### src/design/cdes_pkg.sv
// ============================================================================
// cdes_pkg
// shared widths, constants and control types for the date to epoch pipeline
// ============================================================================
package cdes_pkg;

    localparam int YEAR_W     = 14;
    localparam int MONTH_W    = 8;
    localparam int DAY_W      = 10;
    localparam int HMS_W      = 8;
    localparam int FRAC_W     = 16;
    localparam int SEC_W      = 37;

    localparam int IN_DATA_W  = 72;
    localparam int OUT_DATA_W = 56;

    localparam int YEAR_S_W   = 16;
    localparam int TOD_W      = 20;
    localparam int DAYS_W     = 24;
    localparam int PROD_W     = 42;
    localparam int PIPE_DEPTH = 5;

    localparam logic signed [DAYS_W-1:0] EPOCH_DAYS =
        DAYS_W'(1969 * 365 + 1969 / 4 - 1969 / 100 + 1969 / 400);

    // floor carry of the zero-based month: bias by 11 years of months
    localparam logic [8:0]  MONTH_BIAS    = 9'd132;
    localparam logic [8:0]  RECIP12       = 9'd342;
    localparam int          RECIP12_SHIFT = 12;
    localparam logic [12:0] RECIP25       = 13'd5243;
    localparam int          RECIP25_SHIFT = 17;

    localparam logic signed [PROD_W-1:0] SEC_MAX =
        PROD_W'((longint'(1) <<< (SEC_W - 1)) - longint'(1));
    localparam logic signed [PROD_W-1:0] SEC_MIN = -SEC_MAX - PROD_W'(1);

    typedef struct packed {
        logic s1;
        logic s2;
        logic s3;
    } t_date_en;

    typedef struct packed {
        logic s4;
        logic s5;
    } t_time_en;

    function automatic logic [8:0] days_before_month(input logic [3:0] mon);
        logic [8:0] d;
        case (mon)
            4'd0:    d = 9'd0;
            4'd1:    d = 9'd31;
            4'd2:    d = 9'd59;
            4'd3:    d = 9'd90;
            4'd4:    d = 9'd120;
            4'd5:    d = 9'd151;
            4'd6:    d = 9'd181;
            4'd7:    d = 9'd212;
            4'd8:    d = 9'd243;
            4'd9:    d = 9'd273;
            4'd10:   d = 9'd304;
            4'd11:   d = 9'd334;
            default: d = 9'd0;
        endcase
        return d;
    endfunction

endpackage

### src/design/cdes_date_pipe.sv
// ============================================================================
// cdes_date_pipe
// three stages: month carry and time of day, year quotients, day count
// ============================================================================
module cdes_date_pipe (
    input  logic                                 i_clk,
    input  cdes_pkg::t_date_en                   i_en,
    input  logic        [cdes_pkg::YEAR_W-1:0]   i_year,
    input  logic        [cdes_pkg::MONTH_W-1:0]  i_month,
    input  logic        [cdes_pkg::DAY_W-1:0]    i_day,
    input  logic        [cdes_pkg::HMS_W-1:0]    i_hour,
    input  logic        [cdes_pkg::HMS_W-1:0]    i_minute,
    input  logic        [cdes_pkg::HMS_W-1:0]    i_whole_second,
    input  logic        [cdes_pkg::FRAC_W-1:0]   i_second_fraction,
    output logic signed [cdes_pkg::DAYS_W-1:0]  o_days,
    output logic signed [cdes_pkg::TOD_W-1:0]   o_tod,
    output logic        [cdes_pkg::FRAC_W-1:0]   o_frac
);
    import cdes_pkg::*;

    // stage 1
    logic signed [8:0]          w_mm;
    logic [8:0]                 w_mx;
    logic [17:0]                w_mprod;
    logic [4:0]                 w_mq;
    logic [8:0]                 w_mrem;
    logic signed [YEAR_S_W-1:0] w_yc;
    logic signed [TOD_W-1:0]    w_tod;

    logic signed [YEAR_S_W-1:0] r1_yc;
    logic [3:0]                 r1_mr;
    logic [DAY_W-1:0]           r1_day;
    logic signed [TOD_W-1:0]    r1_tod;
    logic [FRAC_W-1:0]          r1_frac;

    // stage 2
    logic signed [YEAR_S_W-1:0] w_y;
    logic [YEAR_S_W-1:0]        w_yabs;
    logic [YEAR_S_W-1:0]        w_babs;
    logic [25:0]                w_yp100;
    logic [25:0]                w_yp400;
    logic [25:0]                w_bp100;
    logic [25:0]                w_bp400;
    logic signed [DAYS_W-1:0]   w_y365;

    logic signed [DAYS_W-1:0]   r2_y365;
    logic                       r2_yneg;
    logic [12:0]                r2_q4;
    logic [8:0]                 r2_q100;
    logic [8:0]                 r2_q400;
    logic [3:0]                 r2_blo;
    logic [12:0]                r2_bc4;
    logic [10:0]                r2_bc16;
    logic [8:0]                 r2_bq100;
    logic [8:0]                 r2_bq400;
    logic [3:0]                 r2_mr;
    logic [DAY_W-1:0]           r2_day;
    logic signed [TOD_W-1:0]    r2_tod;
    logic [FRAC_W-1:0]          r2_frac;

    // stage 3
    logic                       w_div100;
    logic                       w_div400;
    logic                       w_leap_add;
    logic signed [DAYS_W-1:0]   w_s4;
    logic signed [DAYS_W-1:0]   w_s100;
    logic signed [DAYS_W-1:0]   w_s400;
    logic [8:0]                 w_dbm;
    logic signed [DAYS_W-1:0]   w_days;

    always_comb begin
        w_mm    = $signed({i_month[MONTH_W-1], i_month}) - 9'sd1;
        w_mx    = $unsigned(w_mm) + MONTH_BIAS;
        w_mprod = w_mx * RECIP12;
        w_mq    = w_mprod[RECIP12_SHIFT+4:RECIP12_SHIFT];
        w_mrem  = w_mx - {4'b0, w_mq} * 9'd12;
        w_yc    = $signed({2'b00, i_year}) + $signed({11'b0, w_mq}) - 16'sd11;
        w_tod   = $signed({{(TOD_W-HMS_W){i_hour[HMS_W-1]}}, i_hour}) * 20'sd3600
                + $signed({{(TOD_W-HMS_W){i_minute[HMS_W-1]}}, i_minute}) * 20'sd60
                + $signed({{(TOD_W-HMS_W){i_whole_second[HMS_W-1]}}, i_whole_second});
    end

    always_ff @(posedge i_clk) begin
        if (i_en.s1) begin
            r1_yc   <= w_yc;
            r1_mr   <= w_mrem[3:0];
            r1_day  <= i_day;
            r1_tod  <= w_tod;
            r1_frac <= i_second_fraction;
        end
    end

    always_comb begin
        w_y     = r1_yc - 16'sd1;
        w_yabs  = w_y[YEAR_S_W-1] ? (~w_y + 16'd1) : w_y;
        w_babs  = r1_yc[YEAR_S_W-1] ? (~r1_yc + 16'd1) : r1_yc;
        w_yp100 = w_yabs[14:2] * RECIP25;
        w_yp400 = {2'b00, w_yabs[14:4]} * RECIP25;
        w_bp100 = w_babs[14:2] * RECIP25;
        w_bp400 = {2'b00, w_babs[14:4]} * RECIP25;
        w_y365  = $signed({{(DAYS_W-YEAR_S_W){w_y[YEAR_S_W-1]}}, w_y}) * 24'sd365;
    end

    always_ff @(posedge i_clk) begin
        if (i_en.s2) begin
            r2_y365  <= w_y365;
            r2_yneg  <= w_y[YEAR_S_W-1];
            r2_q4    <= w_yabs[14:2];
            r2_q100  <= w_yp100[25:RECIP25_SHIFT];
            r2_q400  <= w_yp400[25:RECIP25_SHIFT];
            r2_blo   <= w_babs[3:0];
            r2_bc4   <= w_babs[14:2];
            r2_bc16  <= w_babs[14:4];
            r2_bq100 <= w_bp100[25:RECIP25_SHIFT];
            r2_bq400 <= w_bp400[25:RECIP25_SHIFT];
            r2_mr    <= r1_mr;
            r2_day   <= r1_day;
            r2_tod   <= r1_tod;
            r2_frac  <= r1_frac;
        end
    end

    always_comb begin
        w_div100   = (r2_bc4 == {4'b0, r2_bq100} * 13'd25);
        w_div400   = (r2_blo == 4'd0) && ({2'b00, r2_bc16} == {4'b0, r2_bq400} * 13'd25);
        w_leap_add = (r2_mr > 4'd1) && (r2_blo[1:0] == 2'd0) && (!w_div100 || w_div400);
        w_s4       = r2_yneg ? -$signed({11'b0, r2_q4}) : $signed({11'b0, r2_q4});
        w_s100     = r2_yneg ? -$signed({15'b0, r2_q100}) : $signed({15'b0, r2_q100});
        w_s400     = r2_yneg ? -$signed({15'b0, r2_q400}) : $signed({15'b0, r2_q400});
        w_dbm      = days_before_month(r2_mr);
        w_days     = r2_y365 + w_s4 - w_s100 + w_s400
                   + $signed({15'b0, w_dbm}) + $signed({23'b0, w_leap_add})
                   + $signed({{(DAYS_W-DAY_W){r2_day[DAY_W-1]}}, r2_day})
                   - 24'sd1 - EPOCH_DAYS;
    end

    always_ff @(posedge i_clk) begin
        if (i_en.s3) begin
            o_days <= w_days;
            o_tod  <= r2_tod;
            o_frac <= r2_frac;
        end
    end

endmodule

### src/design/cdes_time_pipe.sv
// ============================================================================
// cdes_time_pipe
// two stages: days to seconds product, time of day add and range clamp
// ============================================================================
module cdes_time_pipe (
    input  logic                                 i_clk,
    input  cdes_pkg::t_time_en                   i_en,
    input  logic signed [cdes_pkg::DAYS_W-1:0]  i_days,
    input  logic signed [cdes_pkg::TOD_W-1:0]   i_tod,
    input  logic        [cdes_pkg::FRAC_W-1:0]   i_frac,
    output logic        [cdes_pkg::SEC_W-1:0]    o_epoch_seconds,
    output logic        [cdes_pkg::FRAC_W-1:0]   o_epoch_fraction
);
    import cdes_pkg::*;

    logic signed [PROD_W-1:0] w_prod;
    logic signed [PROD_W-1:0] r4_prod;
    logic signed [TOD_W-1:0]  r4_tod;
    logic [FRAC_W-1:0]        r4_frac;

    logic signed [PROD_W-1:0] w_sec;
    logic [SEC_W-1:0]         w_out_sec;
    logic [FRAC_W-1:0]        w_out_frac;

    always_comb begin
        w_prod = $signed({{(PROD_W-DAYS_W){i_days[DAYS_W-1]}}, i_days}) * 42'sd86400;
    end

    always_ff @(posedge i_clk) begin
        if (i_en.s4) begin
            r4_prod <= w_prod;
            r4_tod  <= i_tod;
            r4_frac <= i_frac;
        end
    end

    always_comb begin
        w_sec = r4_prod + $signed({{(PROD_W-TOD_W){r4_tod[TOD_W-1]}}, r4_tod});
        if (w_sec > SEC_MAX) begin
            w_out_sec  = SEC_MAX[SEC_W-1:0];
            w_out_frac = '1;
        end else if (w_sec < SEC_MIN) begin
            w_out_sec  = SEC_MIN[SEC_W-1:0];
            w_out_frac = '0;
        end else begin
            w_out_sec  = w_sec[SEC_W-1:0];
            w_out_frac = r4_frac;
        end
    end

    always_ff @(posedge i_clk) begin
        if (i_en.s5) begin
            o_epoch_seconds  <= w_out_sec;
            o_epoch_fraction <= w_out_frac;
        end
    end

endmodule

### src/design/civil_date_to_epoch_seconds.sv
// beats pass stages s1 to s5 in turn; throughput: one beat per cycle unless
// m_axis stalls; stages fill bubbles independently, so the
// input stays ready under an output stall until all five stages hold a beat
// reset: synchronous active low, clears the stage valid bits only
// ============================================================================
// civil_date_to_epoch_seconds
// proleptic gregorian date and time to 37.16 fixed point seconds since 1970
// ============================================================================
module civil_date_to_epoch_seconds (
    input  logic                               i_clk,
    input  logic                               i_rst_n,
    input  logic                               s_axis_tvalid,
    output logic                               s_axis_tready,
    // year, month, day, hour, minute, whole_second, second_fraction
    input  logic [cdes_pkg::IN_DATA_W-1:0]     s_axis_tdata,
    output logic                               m_axis_tvalid,
    input  logic                               m_axis_tready,
    // epoch_seconds, epoch_fraction, zero pad
    output logic [cdes_pkg::OUT_DATA_W-1:0]    m_axis_tdata
);
    import cdes_pkg::*;

    logic [PIPE_DEPTH-1:0]    r_vld;
    logic [PIPE_DEPTH-1:0]    n_vld;
    logic [PIPE_DEPTH-1:0]    w_adv;
    t_date_en                 w_date_en;
    t_time_en                 w_time_en;

    logic signed [DAYS_W-1:0] w_days;
    logic signed [TOD_W-1:0]  w_tod;
    logic [FRAC_W-1:0]        w_frac;
    logic [SEC_W-1:0]         w_epoch_seconds;
    logic [FRAC_W-1:0]        w_epoch_fraction;

    always_comb begin
        w_adv[PIPE_DEPTH-1] = !r_vld[PIPE_DEPTH-1] || m_axis_tready;
        for (int k = PIPE_DEPTH - 2; k >= 0; k--) begin
            w_adv[k] = !r_vld[k] || w_adv[k+1];
        end
        n_vld = r_vld;
        if (w_adv[0]) begin
            n_vld[0] = s_axis_tvalid;
        end
        for (int k = 1; k < PIPE_DEPTH; k++) begin
            if (w_adv[k]) begin
                n_vld[k] = r_vld[k-1];
            end
        end
        w_date_en = '{s1: w_adv[0], s2: w_adv[1], s3: w_adv[2]};
        w_time_en = '{s4: w_adv[3], s5: w_adv[4]};
    end

    always_ff @(posedge i_clk) begin
        if (!i_rst_n) begin
            r_vld <= '0;
        end else begin
            r_vld <= n_vld;
        end
    end

    cdes_date_pipe u_date (
        .i_clk             (i_clk),
        .i_en              (w_date_en),
        .i_year            (s_axis_tdata[13:0]),
        .i_month           (s_axis_tdata[21:14]),
        .i_day             (s_axis_tdata[31:22]),
        .i_hour            (s_axis_tdata[39:32]),
        .i_minute          (s_axis_tdata[47:40]),
        .i_whole_second    (s_axis_tdata[55:48]),
        .i_second_fraction (s_axis_tdata[71:56]),
        .o_days            (w_days),
        .o_tod             (w_tod),
        .o_frac            (w_frac)
    );

    cdes_time_pipe u_time (
        .i_clk            (i_clk),
        .i_en             (w_time_en),
        .i_days           (w_days),
        .i_tod            (w_tod),
        .i_frac           (w_frac),
        .o_epoch_seconds  (w_epoch_seconds),
        .o_epoch_fraction (w_epoch_fraction)
    );

    assign s_axis_tready = w_adv[0];
    assign m_axis_tvalid = r_vld[PIPE_DEPTH-1];
    assign m_axis_tdata  = {3'b000, w_epoch_fraction, w_epoch_seconds};

endmodule

### config.mk
export PLATFORM = sky130hd
export DESIGN_NAME = civil_date_to_epoch_seconds
export DESIGN_NICKNAME = d
export VERILOG_FILES = /design/src/design/cdes_pkg.sv /design/src/design/cdes_date_pipe.sv /design/src/design/cdes_time_pipe.sv /design/src/design/civil_date_to_epoch_seconds.sv
export SDC_FILE = /design/constraint.sdc
export NUM_CORES = 2
export LEC_CHECK = 0
export BUFFER_PORTS_ARGS = -buffer_cell sky130_fd_sc_hd__buf_4
export CORE_MARGIN = 10
export CORE_UTILIZATION = 35
export DETAILED_ROUTE_END_ITERATION = 12
export GPL_ROUTABILITY_DRIVEN = 0
export GPL_TIMING_DRIVEN = 0
export PLACE_DENSITY = 0.59
export SLEW_MARGIN = 15
export SYNTH_ARGS = -nofsm -noshare
export SYNTH_HDL_FRONTEND = slang
export SYNTH_SLANG_ARGS = --single-unit
### constraint.sdc
create_clock -name i_clk -period 17.59 [get_ports i_clk]
set_input_delay 1.759 -clock i_clk [delete_from_list [all_inputs] [get_ports i_clk]]
set_output_delay 1.759 -clock i_clk [all_outputs]
set_load 0.05 [all_outputs]
==> reports/results.tsv <==
stage	metric	value	unit
setup_path	crit_cells	29	
setup_path	cpLargestDelayFamily	adder cells	
drt	viasPerCell	4.58	
clocking	clockBufferDepth	3	
cells_and_area	fin_cells	5795	
clocking	numCtsBuffers	47	
sta	finalHoldViolCount	0	
setup_path	path_class	reg -> reg	
setup_path	timing.critical_path.mode_cell	inv_1	
global_route	grt_pass1_vias	27900	
logic_synthesis	synth_seq_area_share	0.276	
die	die_w	370	um
status	status	finished clean	
die	die_h	370	um
setup_path	crit_path_end_kind	flip-flop	
setup_path	cp.arrival	9650	ps
setup_path	r2r_slack	8300	ps
die	ios	134	
cells_and_area	syn_to_final_growth	11.9	%
sta	setup_slack	8300	ps
job	max_cap_viol_count	0	
logic_synthesis	synth_top_flop_cell	edfxtp_1	
drt	drt-wirelength-per-cell	14.5	um
clocking	hold_buffers	0	
die	die_area	137000	um^2
logic_synthesis	yosysUniqueCellTypes	75	
clocking	cts_tree	done	
logic_synthesis	synth.avg_cell_area	10.9	um^2
logic_synthesis	async_flop_share	0	
drt	drt_wl_total	83800	um
logic_synthesis	synth_edf_count	385	
die	start_util	0.352	
setup_path	start_kind	flip-flop	
global_route	grt_pass1_wl	141000	um
setup_path	crit_path_start	u_date.r1_yc[2]$_DFFE_PP_	
setup_path	crit_fanout	22	
clocking	cts.htree.levels	2	
placed_design	hpwl	71400	um
logic_synthesis	ys_warn_count	0	
clocking	cts_num_sinks	399	
sta	final.period_utilization	0.528	
drt	vias	26500	
cells_and_area	mostFrequentLayoutCells	inv_1 (930), ha_1 (784), fa_1 (454)	
sta	maxSlewHeadroom	0.173	
drt	first_pass_iters	5	
sta	setup_viol	0	
sta	fin_setup_tns	0	ps
logic_synthesis	ys_ff_latch	399	
global_route	grt-ovfl-total	0	
cells_and_area	final_common_cell	inv_1	
min_path	hold_path_class	reg -> reg	
setup_path	cp.required	17960	ps
drt	route.detailed.drc	0	
setup_path	reg2reg_from	u_date.r1_yc[2]$_DFFE_PP_	
drt	drtIter0Drc	1029	
setup_path	cpPeakStageDelay	700	ps
setup_path	r2r-end	u_date.r2_q100[8]$_DFFE_PN_	
sta	timing.fmax	108	MHz
drt	antenna_left	0	
global_route	grt_start_max_net_pins	82	
sta	worst_slew_pin_slew	1230	ps
global_route	grt_use_total	0.126	
clocking	cts_root_buffer	clkbuf_16	
die	rows	128	
placed_design	place_inst	5707	
logic_synthesis	mappedNetlistArea	42900	um^2
sta	rsz0062_at_grt	false	
cells_and_area	fin_nets	5445	
cells_and_area	drive_above_1_share	0.0676	
global_route	antenna_found_initial	4	
sta	final.min_clock_period	9290	ps
clocking	clk_pin_slew_worst_paths	60	ps
clocking	cts_resized	0	
die	core	122000	um^2
sta	slew_violations	0	
sta	clock-skew-final	35.3	ps
placed_design	io_buffers	126	
setup_path	ff2ff_path_depth	29	
setup_path	crit_slowest_cell	xnor2_2	
setup_path	crit_path_end	u_date.r2_q100[8]$_DFFE_PN_	
clocking	clock_latency	640	ps
placed_design	dpl_worst_slack	8210	ps
clocking	postCtsSetupRepairBufs	0	
logic_synthesis	syn_inst	3933	
setup_path	worst-path-buf-inv	6	
==> worst min path at each step <==
stage                     depth (start not counted)                          from                      endpoint
after floorplan                                   0   u_date.r2_frac[0]$_DFFE_PN_    u_date.o_frac[0]$_DFFE_PP_
after global placement                            0    u_date.o_frac[8]$_DFFE_PP_   u_time.r4_frac[8]$_DFFE_PP_
after detailed placement                          0  u_date.r2_frac[15]$_DFFE_PN_   u_date.o_frac[15]$_DFFE_PP_
after CTS                                         0  u_date.r1_frac[10]$_DFFE_PP_  u_date.r2_frac[10]$_DFFE_PN_
after global routing                              0  u_date.r1_frac[10]$_DFFE_PP_  u_date.r2_frac[10]$_DFFE_PN_
final                                             0  u_date.r1_frac[10]$_DFFE_PP_  u_date.r2_frac[10]$_DFFE_PN_
==> cell usage after synthesis, types with 6 or more instances <==
| cell type | instances | area share |
|---|---|---|
| or2_2 | 8 | 0.0012 |
| o21ai_0 | 92 | 0.011 |
| a41oi_1 | 6 | 0.0012 |
| a21oi_1 | 147 | 0.017 |
| nor2b_1 | 26 | 0.0038 |
| o21bai_1 | 27 | 0.0047 |
| xnor2_1 | 217 | 0.044 |
| inv_1 | 932 | 0.081 |
| nand3_1 | 39 | 0.0045 |
| and2_1 | 8 | 0.0012 |
| or3_1 | 14 | 0.0020 |
| or4_1 | 8 | 0.0014 |
| buf_2 | 8 | 0.00093 |
| clkbuf_1 | 24 | 0.0021 |
| dfxtp_1 | 14 | 0.0065 |
| a21boi_0 | 9 | 0.0016 |
| a21o_1 | 70 | 0.012 |
| and3_1 | 14 | 0.0020 |
| nand2b_1 | 22 | 0.0032 |
| o211ai_1 | 6 | 0.0010 |
| xor2_1 | 96 | 0.020 |
| o21a_1 | 27 | 0.0047 |
| nand2_1 | 131 | 0.011 |
| edfxtp_1 | 385 | 0.27 |
| nor4_1 | 10 | 0.0015 |
| nand4_1 | 19 | 0.0028 |
| mux2i_1 | 10 | 0.0023 |
| nor3_1 | 48 | 0.0056 |
| nor2_1 | 107 | 0.0094 |
| fa_1 | 454 | 0.21 |
| ha_1 | 784 | 0.23 |
| o31ai_1 | 12 | 0.0021 |
| o21ai_1 | 54 | 0.0063 |
| a31oi_1 | 16 | 0.0023 |
==> per-layer routing <==
layer,share of wire,track usage,vias up
li1,-,-,13400
met1,0.49,0.174,12700
met2,0.45,0.205,349
met3,0.042,0.0194,81
met4,0.019,0.0294,0
met5,0,0,-
==> final cells by class <==
| type | count | area [um^2] |
|---|---|---|
| clock inverter | 34 | 408 |
| inverter | 933 | 3510 |
| sequential | 399 | 11800 |
| fill | 11800 | 73900 |
| antenna | 1 | 2.50 |
| tap | 1625 | 2030 |
| timing repair buffer | 147 | 1250 |
| multi-input combinational | 2567 | 27600 |
| buffer | 36 | 158 |
| clock buffer | 53 | 1200 |
==> sequential cells by signal, indices dropped and copies added, names as in the netlist, 20 cells and up <==
signal                  cells
u_time.r4_tod              20
u_date.o_tod               20
u_date.r2_y365             24
u_time.r4_prod             35
u_date.o_days              24
u_time.o_epoch_seconds     37
u_date.r2_tod              20
u_date.r1_tod              20
==> stage by stage <==
stage                      util  area [um^2]  hold WS [ps]
after floorplan               -        42900           400
after global placement    0.377        45900           401
after detailed placement  0.381        46400           405
after CTS                 0.394        48000           390
after global routing      0.394        48000           390
final                     0.394        48000           395
==> cell families (layout without fill, tap and decap cells) <==
group | Yosys count | after routing | synth area share
adders and majority gates | 1238 | 1238 | 0.440
and+or+nand+nor | 470 | 470 | 0.0531
AOI/OAI and AO/OA | 531 | 531 | 0.0787
DFF | 399 | 399 | 0.276
buffers and inverters | 969 | 1203 | 0.0852
muxes | 11 | 11 | 0.00259
xor gates and xnor gates | 314 | 314 | 0.0642
other | 1 | 4 | 0.0000874
Power is not shown: default switching activity piles up to over one toggle a cycle in this logic, so the estimate is an artifact.
